**src/sv/lpfd_pkg.sv**
```systemverilog
// ----------------------------------------------------------------------------
// lpfd_pkg
// Shared types and constants for the length-prefixed frame deframer.
// ----------------------------------------------------------------------------
`default_nettype none

package lpfd_pkg;

  localparam int unsigned BYTE_W      = 8;
  localparam int unsigned LEN_W       = 32;
  localparam int unsigned HDR_SHIFT_W = 24;
  localparam int unsigned HDR_CNT_W   = 2;

  localparam logic [LEN_W-1:0]     MAX_LEN_RESET = 32'd65536;
  localparam logic [HDR_CNT_W-1:0] HDR_LAST_IDX  = 2'd3;

  typedef struct packed {
    logic              valid;
    logic [BYTE_W-1:0] payload_byte;
    logic              last_of_message;
    logic [LEN_W-1:0]  message_count;
  } lpfd_result_t;

endpackage

`default_nettype wire

```
**src/sv/lpfd_parser.sv**
```systemverilog
// ----------------------------------------------------------------------------
// lpfd_parser
// Header collection, skip and payload counters; one byte per step.
// ----------------------------------------------------------------------------
`default_nettype none

module lpfd_parser (
  input  wire logic                       clk,
  input  wire logic                       rst,
  input  wire logic                       step,
  input  wire logic [lpfd_pkg::BYTE_W-1:0] data_byte,
  input  wire logic [lpfd_pkg::LEN_W-1:0]  max_frame_length,
  output lpfd_pkg::lpfd_result_t          result
);
  import lpfd_pkg::*;

  logic [HDR_SHIFT_W-1:0] header_shift, header_shift_next;
  logic [HDR_CNT_W-1:0]   header_count, header_count_next;
  logic                   in_payload, in_payload_next;
  logic [LEN_W-1:0]       payload_remaining, payload_remaining_next;
  logic [LEN_W-1:0]       skip_remaining, skip_remaining_next;
  logic [LEN_W-1:0]       completed_messages, completed_messages_next;
  logic [LEN_W-1:0]       frame_len;
  logic [LEN_W-1:0]       remaining_dec;

  assign frame_len = {data_byte, header_shift};

  always_comb begin
    header_shift_next       = header_shift;
    header_count_next       = header_count;
    in_payload_next         = in_payload;
    payload_remaining_next  = payload_remaining;
    skip_remaining_next     = skip_remaining;
    completed_messages_next = completed_messages;
    remaining_dec           = payload_remaining;
    result.valid            = 1'b0;
    result.payload_byte     = data_byte;
    result.last_of_message  = 1'b0;
    result.message_count    = completed_messages;

    if (skip_remaining != '0) begin
      skip_remaining_next = skip_remaining - LEN_W'(1);
    end else if (!in_payload) begin
      if (header_count != HDR_LAST_IDX) begin
        unique case (header_count)
          2'd0:    header_shift_next = {header_shift[23:8], data_byte};
          2'd1:    header_shift_next = {header_shift[23:16], data_byte, header_shift[7:0]};
          default: header_shift_next = {data_byte, header_shift[15:0]};
        endcase
        header_count_next = header_count + HDR_CNT_W'(1);
      end else begin
        header_shift_next = '0;
        header_count_next = '0;
        if (frame_len == '0) begin
          in_payload_next = 1'b0;
        end else if (frame_len > max_frame_length) begin
          skip_remaining_next = frame_len;
        end else begin
          in_payload_next        = 1'b1;
          payload_remaining_next = frame_len;
        end
      end
    end else begin
      if (payload_remaining != '0) begin
        remaining_dec = payload_remaining - LEN_W'(1);
      end
      payload_remaining_next = remaining_dec;
      result.valid           = 1'b1;
      if (remaining_dec == '0) begin
        in_payload_next         = 1'b0;
        completed_messages_next = completed_messages + LEN_W'(1);
        result.last_of_message  = 1'b1;
        result.message_count    = completed_messages_next;
      end
    end
  end

  always_ff @(posedge clk) begin
    if (rst) begin
      header_shift       <= '0;
      header_count       <= '0;
      in_payload         <= 1'b0;
      payload_remaining  <= '0;
      skip_remaining     <= '0;
      completed_messages <= '0;
    end else if (step) begin
      header_shift       <= header_shift_next;
      header_count       <= header_count_next;
      in_payload         <= in_payload_next;
      payload_remaining  <= payload_remaining_next;
      skip_remaining     <= skip_remaining_next;
      completed_messages <= completed_messages_next;
    end
  end

endmodule

`default_nettype wire

```
**src/sv/length_prefixed_frame_deframer.sv**
```systemverilog
// ----------------------------------------------------------------------------
// length_prefixed_frame_deframer
// Splits a byte stream of length-prefixed frames into payload bytes.
// ----------------------------------------------------------------------------
// Each frame is a 4-byte little-endian length followed by that many payload
// bytes. Zero-length frames vanish; frames longer than max_frame_length are
// skipped byte by byte. Accepted payload bytes come out one per transaction,
// m_tlast on the final byte, with the wrapping count of completed frames.
// One byte is taken per cycle while m_tready is high: an input register
// and an output register frame a single stage of counter logic.
// max_frame_length resets to 65536 and takes effect at the next completed
// header.
`default_nettype none

module length_prefixed_frame_deframer (
  input  wire logic        clk,
  input  wire logic        rst,
  input  wire logic        cfg_we,
  input  wire logic [31:0] cfg_wdata,
  input  wire logic        s_tvalid,
  output      logic        s_tready,
  input  wire logic [7:0]  s_tdata,   // [7:0] data_byte
  input  wire logic        s_tlast,   // chunk_end
  output      logic        m_tvalid,
  input  wire logic        m_tready,
  output      logic [39:0] m_tdata,   // [7:0] payload_byte, [39:8] message_count
  output      logic        m_tlast    // last_of_message
);
  import lpfd_pkg::*;

  logic [LEN_W-1:0]  max_frame_length;
  logic              in_valid;
  logic [BYTE_W-1:0] in_byte;
  logic              in_chunk_end;
  logic              advance;
  lpfd_result_t      result;

  assign advance  = in_valid && (!m_tvalid || m_tready);
  assign s_tready = !in_valid || advance;

  always_ff @(posedge clk) begin
    if (rst) begin
      max_frame_length <= MAX_LEN_RESET;
    end else if (cfg_we) begin
      max_frame_length <= cfg_wdata;
    end
  end

  always_ff @(posedge clk) begin
    if (rst) begin
      in_valid <= 1'b0;
    end else if (s_tready) begin
      in_valid <= s_tvalid;
    end
  end

  always_ff @(posedge clk) begin
    if (s_tready && s_tvalid) begin
      in_byte      <= s_tdata;
      in_chunk_end <= s_tlast;
    end
  end

  lpfd_parser u_parser (
    .clk              (clk),
    .rst              (rst),
    .step             (advance),
    .data_byte        (in_byte),
    .max_frame_length (max_frame_length),
    .result           (result)
  );

  always_ff @(posedge clk) begin
    if (rst) begin
      m_tvalid <= 1'b0;
    end else if (advance) begin
      m_tvalid <= result.valid;
    end else if (m_tready) begin
      m_tvalid <= 1'b0;
    end
  end

  always_ff @(posedge clk) begin
    if (advance && result.valid) begin
      m_tdata <= {result.message_count, result.payload_byte};
      m_tlast <= result.last_of_message || (in_chunk_end && 1'b0);
    end
  end

endmodule

`default_nettype wire

```
**config.mk**
```make
export PLATFORM = sky130hd
export DESIGN_NAME = length_prefixed_frame_deframer
export DESIGN_NICKNAME = d
export VERILOG_FILES = /design/src/sv/lpfd_pkg.sv /design/src/sv/lpfd_parser.sv /design/src/sv/length_prefixed_frame_deframer.sv
export SDC_FILE = /design/constraint.sdc
export NUM_CORES = 1
export LEC_CHECK = 0
export ABC_CLOCK_PERIOD_IN_PS = 12200
export BUFFER_PORTS_ARGS = -buffer_cell sky130_fd_sc_hd__buf_2
export CAP_MARGIN = 10
export CORE_MARGIN = 4
export CORE_UTILIZATION = 35
export CTS_CLUSTER_DIAMETER = 40
export DETAILED_ROUTE_END_ITERATION = 16
export SLEW_MARGIN = 0
export SYNTH_ARGS = -nofsm -noshare
export SYNTH_HDL_FRONTEND = slang
export SYNTH_SLANG_ARGS = --single-unit
```
**constraint.sdc**
```tcl
create_clock -name clk -period 12.2 [get_ports clk]
set_input_delay 1.83 -clock clk [delete_from_list [all_inputs] [get_ports clk]]
set_output_delay 1.83 -clock clk [all_outputs]
set_load 0.02 [all_outputs]
```
==> qor.csv, run 1 <==
stage;metric;value;unit
run_status;status;completed;
drt;via_per_inst;5.63;
synth;synth_most_common_cell;dfxtp_1;
timing;hold-worst-slack;476;ps
timing;slew_violations;0;
floorplanning;die_w;187;um
power;leakage;0.00512;uW
timing;finalHoldViolations;0;
cts;cts-root-buf;clkbuf_16;
synth;synth_edf_count;49;
synth;netlist_area;0.0112;mm^2
floorplanning;core_area;0.0316;mm^2
synth;synth_commonest_cells;dfxtp_1, nand2_1, nor2_1, a21oi_1, o21ai_0;
drt;drc;0;
drt;firstDrtPassIters;5;
synth;ys.flop_type;dfxtp_1;
worst_setup_path;critPathMaxFanout;22;
drt;detail_route.wirelength;33.7;mm
cts;clock-sinks;206;
cts;insertion_delay;510;ps
global_route;grt_pass1_wl;52.9;mm
synth;ys_top_cells_by_area;dfxtp_1, edfxtp_1, a21oi_1;
power;ir_drop;0.000190;V
cts;post_cts_buffers;0;
worst_setup_path;cp-end-kind;register;
job;drv_cap;0;
worst_setup_path;critPathLaunchType;register;
placed_design;place_congestion;0.920;
floorplanning;die_h;187;um
cells_and_area;drive_gt1_share;14.8;%
worst_setup_path;critPathRequiredTime;12550;ps
timing;min_period_over_period;38.0;%
cts;cts_buffers;36;
synth;synth_top_area_cell;dfxtp_1;
synth;synth-async-reset-ratio;0;%
synth;syn_nets;1404;
timing;tightest_slew;1240;ps
floorplanning;die_area;0.0348;mm^2
global_route;grt_usage;18.5;%
synth;syn_inst;1320;
floorplanning;rows;65;
global_route;grt_pass1_vias;9513;
global_route;grt_max_degree;94;
drt;vias;10200;
power;pwr_density_cell;198;mW/mm^2
cells_and_area;antenna_cells;0;
drt;ant_nets;0;
synth;yosysUniqueCellTypes;71;
placed_design;io_buffers;87;
cells_and_area;final_nets;1473;
global_route;overflow;0;
cts;cts-resized-gates;0;
floorplanning;ios;89;
synth;synth_top_area_share;28.1;%
drt;wl_per_cell;18.6;um
synth;yosysSeqAreaShare;41.3;%
cells_and_area;area_growth;18.0;%
timing;setup_violations;0;
timing;fin_skew;21.5;ps
drt;drtIter0Drc;893;
global_route;antenna_found_initial;0;
timing;fin_crit;4640;ps
cts;hold_buffers;0;
cts;clock_path_buffers;3;
synth;postSynthAreaPerCell;8.46;um^2
timing;fmax;216;MHz
cells_and_area;fillers;3226;
synth;yosys_warnings;0;
worst_setup_path;cp.arrival;4990;ps
cts;cts_tree;built;
worst_setup_path;path_class;register to register;
placed_design;dp_hpwl;22.8;mm
cells_and_area;fin_util;41.8;%
timing;slew_headroom;16.9;%
timing;fin_tns_setup;0;ps
cts;htree_levels;2;
worst_hold_path;hold_class;register to register;
synth;synth_seq_cells;206;
floorplanning;initial_core_util;35.4;%
cts;clk_pin_slew;50;ps
timing;rsz0062_at_grt;no;
==> layer usage <==
layer	wire length, um	GRT usage (%)	up-vias
met5	0	0	-
met1	15000	25.4	4846
met3	2370	3.07	68
met2	15300	29.5	383
li1	-	-	4932
met4	1080	6.46	0
==> worst max-delay path: stages, from the launching register on <==
cell	delay, ps
dfxtp_1	350
nor4_1	910
nand3_1	330
or4_1	730
or2_2	570
nor2_2	510
nand2_1	330
or3_1	560
nand2_1	120
a21oi_1	60
==> final timing paths <==
| kind | cells past startpoint | from | to | slack, ps |
|---|---|---|---|---|
| setup / recovery | 9 | u_parser.skip_remaining[4] | u_parser.header_shift[11] | 7560 |
| hold reg to reg | 2 | u_parser.skip_remaining[28] | u_parser.skip_remaining[28] | 480 |
| hold / removal | 2 | u_parser.skip_remaining[28] | u_parser.skip_remaining[28] | 480 |
| setup reg to reg | 9 | u_parser.skip_remaining[4] | u_parser.header_shift[11] | 7560 |
==> report_power, final <==
group	total [uW]	switching (uW)	internal, uW
Combinational	792	529	264
Sequential	812	61.5	750
Clock	1010	365	640
Total	2610	956	1650
==> flip-flops by register name (all words and copies together) (netlist names), 2 cells and up <==
register,cells
u_parser.header_shift,24
in_byte,8
max_frame_length,32
u_parser.header_count,2
m_tdata,40
u_parser.skip_remaining,32
u_parser.payload_remaining,32
u_parser.completed_messages,32
==> through the flow <==
step / setup WS [ps] / area, um^2 / instances / total power (uW)
after floorplan: 7280 / 11200 / 1320 / 1360
after global placement: 7600 / 12000 / 1753 / 1580
after detailed placement: 7650 / 12000 / 1753 / 1600
after CTS: 7630 / 13200 / 1817 / 2620
after global routing: 7240 / 13200 / 1817 / 2760
final: 7560 / 13200 / 1817 / 2610
==> area by class of cell <==
cell class                      count  area, um^2  area share [%]
Multi-Input combinational cell    981        6070            46.0
Sequential cell                   206        4610            35.0
Clock buffer                       42         965            7.32
Timing Repair Buffer              101         543            4.12
Tap cell                          402         503            3.82
Clock inverter                     22         246            1.87
Inverter                           63         236            1.79
==> cells by family after synthesis <==
kind of cell             after synthesis  share of synthesized area, %
multiplexers                          51                          4.65
flip-flops                           206                          41.3
adder cells (fa/ha/maj)               38                          4.26
buffers and inverters                133                          4.58
AND/OR/NAND/NOR                      550                          25.0
AO/OA/AOI/OAI                        296                          16.4
XOR/XNOR                              46                          3.74
==> cells in the final DEF (no fill, tap or decap), types with 11 or more instances in the layout <==
master	count
clkbuf_16	37
or4_1	12
buf_4	15
edfxtp_1	49
nand2_1	141
mux2i_1	44
dfxtp_1	157
nand3_1	55
a21oi_1	106
o21ai_0	73
a211oi_1	11
inv_1	63
ha_1	38
a221oi_1	14
xnor2_1	30
nand3b_1	11
nor2b_1	13
nor2_1	129
buf_2	86
nor3_1	36
nor4_1	37
or3_1	31
nand4_1	26
xor2_1	14
(Power assumes the default switching activity.)
==> inputs of run 2 (changes only) <==
--- a/config.mk
+++ b/config.mk
@@ -5,7 +5,7 @@
 export SDC_FILE = /design/constraint.sdc
 export NUM_CORES = 1
 export LEC_CHECK = 0
-export ABC_CLOCK_PERIOD_IN_PS = 12200
+export ABC_CLOCK_PERIOD_IN_PS = 3850
 export BUFFER_PORTS_ARGS = -buffer_cell sky130_fd_sc_hd__buf_2
 export CAP_MARGIN = 10
 export CORE_MARGIN = 4
==> constraint.sdc (replaced) <==
create_clock -name clk -period 3.85 [get_ports clk]
set_input_delay 0.5775 -clock clk [delete_from_list [all_inputs] [get_ports clk]]
set_output_delay 0.5775 -clock clk [all_outputs]
set_load 0.02 [all_outputs]
==> run 2 against run 1 <==
  * Sequential share of layout area is 1.3 points lower
  * Register-to-register slack got worse by 7400 ps
  * Combinational power rose to 3.4 times the previous value
  * Critical endpoint is now u_parser.header_shift[17]
==> qor.csv, run 2 (synthesis results as in run 1) <==
stage;metric;value;unit;change
run_status;status;completed;;
worst_setup_path;critPathMaxFanout;8;;-64%
placed_design;dp_hpwl;24.0;mm;+5.3%
drt;wl_per_cell;18.0;um;-3.1%
cts;post_cts_buffers;0;;unchanged
worst_setup_path;cp-end-kind;register;;
global_route;grt_pass1_vias;9873;;+3.8%
timing;min_period_over_period;95.4;%;+57 points
cells_and_area;largest_reg_flops;40;;unchanged
global_route;antenna_found_initial;0;;unchanged
global_route;grt_usage;18.9;%;+0.41 points
global_route;grtUsageMet2;29.4;%;about the same
cts;htree_levels;2;;unchanged
power;leakage;0.00544;uW;+6.2%
drt;via_per_inst;5.51;;-2.1%
cts;clock-sinks;206;;unchanged
timing;timing.final.ws_setup;175;ps;-7390 ps
global_route;use_met1;26.1;%;+0.69 points
timing;fmax;272;MHz;+26%
global_route;grt_pass1_wl;54.2;mm;+2.5%
floorplanning;ios;89;;unchanged
floorplanning;rows;65;;unchanged
floorplanning;die_w;187;um;unchanged
power;power;8380;uW;+220%
drt;detail_route.wirelength;33.8;mm;+0.12%
drt;ant_nets;0;;unchanged
cells_and_area;final_nets;1535;;+4.2%
cells_and_area;final_cell_mix;dfxtp_1, nand2_1, nor2_1, a21oi_1, buf_2;;
drt;drc;0;;unchanged
timing;setup_violations;0;;unchanged
timing;fin_skew;29.6;ps;+8.07 ps
cells_and_area;multi_input_area;0.00606;mm^2;about the same
drt;drtIter0Drc;892;;-0.11%
cts;clock_path_buffers;3;;unchanged
timing;hold-worst-slack;248;ps;-228 ps
cells_and_area;drive_gt1_share;18.4;%;+3.5 points
timing;slew_headroom;37.8;%;+21 points
cells_and_area;layout_commonest_cell;dfxtp_1;;
timing;finalHoldViolations;0;;unchanged
timing;fin_crit;3670;ps;-964 ps
cells_and_area;regArea;0.00461;mm^2;unchanged
timing;tightest_slew;932;ps;-305 ps
global_route;overflow;0;;unchanged
worst_setup_path;cp_cell_sequence;or3_1, or3_1, or4_1, buf_4, or2_1, or4_1, nand2_1, a21oi_1;;
cells_and_area;top_register;m_tdata;;
cts;hold_buffers;0;;unchanged
worst_setup_path;cp.arrival;4000;ps;-990 ps
worst_setup_path;cp_slowest_stage_delay;700;ps;-210 ps
cts;cts_tree;built;;
timing;slew_violations;0;;unchanged
timing;fin_tns_setup;0;ps;unchanged
worst_setup_path;critPathRequiredTime;4180;ps;-8370 ps
cts;clk_pin_slew;60;ps;about the same
cts;cts_buffers;35;;-2.8%
global_route;grt_max_degree;156;;+66%
floorplanning;die_h;187;um;unchanged
global_route;met3_usage;3.54;%;+0.47 points
placed_design;pre_cts_slack;205;ps;-7440 ps
floorplanning;die_area;0.0348;mm^2;unchanged
power;ir_drop;0.000519;V;+170%
cells_and_area;area_growth;22.5;%;
cts;cts-resized-gates;0;;unchanged
power;pwr_density_cell;613;mW/mm^2;+210%
placed_design;place_congestion;0.954;;+3.7%
drt;firstDrtPassIters;7;;+2
worst_hold_path;hold_class;input port to register;;
worst_setup_path;slowest_stage;or4_1;;
cells_and_area;fillers;3126;;-3.1%
floorplanning;initial_core_util;35.4;%;unchanged
drt;vias;10300;;+1.2%
timing;rsz0062_at_grt;no;;
worst_setup_path;critPathLaunchType;register;;
floorplanning;core_area;0.0316;mm^2;unchanged
placed_design;io_buffers;87;;unchanged
cts;cts-root-buf;clkbuf_16;;
cts;insertion_delay;510;ps;about the same
global_route;busiest_layer;met2;;
worst_setup_path;path_class;register to register;;
cells_and_area;antenna_cells;0;;unchanged
job;drv_cap;0;;unchanged
==> run 2: final cells by class <==
cell class | count | share of cell area [%]
clock inverters | 16 | 1.28
well taps | 402 | 3.68
repair buffers | 164 | 7.79
multi-input cells | 981 | 44.3
clock buffers | 46 | 7.46
flip-flops and latches | 206 | 33.7
inverters | 63 | 1.73
==> run 2: power breakdown <==
part           leakage [uW]  internal (uW)  switching, uW
sequential          0.00180           2380            174
clock              0.000585           2020           1120
combinational       0.00306            955           1740
==> run 2: worst max-delay path: cells and delay by family, from the launching register on <==
kind | cells | cell delay [ps]
buf+inv | 1 | 240
simple gates | 6 | 2860
compound gates | 1 | 70
flops | 1 | 340
==> run 2: worst paths after layout <==
check | start | endpoint | slack, ps | depth (start not counted)
worst min-delay path | s_tdata[6] | in_byte[6] | 250 | 1
worst max register to register | u_parser.skip_remaining[24] | u_parser.header_shift[17] | 180 | 8
worst max-delay path | u_parser.skip_remaining[24] | u_parser.header_shift[17] | 180 | 8
worst min register to register | u_parser.skip_remaining[31] | u_parser.skip_remaining[31] | 470 | 2
==> run 2: metrics by stage <==
stage / std cells / area [um^2] / util, %
floorplan: 1320 / 11200 / -
global placement: 1816 / 12500 / 39.6
detailed placement: 1816 / 12500 / 39.6
CTS: 1878 / 13700 / 43.3
global route: 1878 / 13700 / 43.3
finish: 1878 / 13700 / 43.3
==> run 2: metal layers <==
layer	part of all wire (%)	up-vias
met5	0	-
met4	3.7	0
met3	6.8	85
met2	44	391
met1	45	4796
li1	-	5075
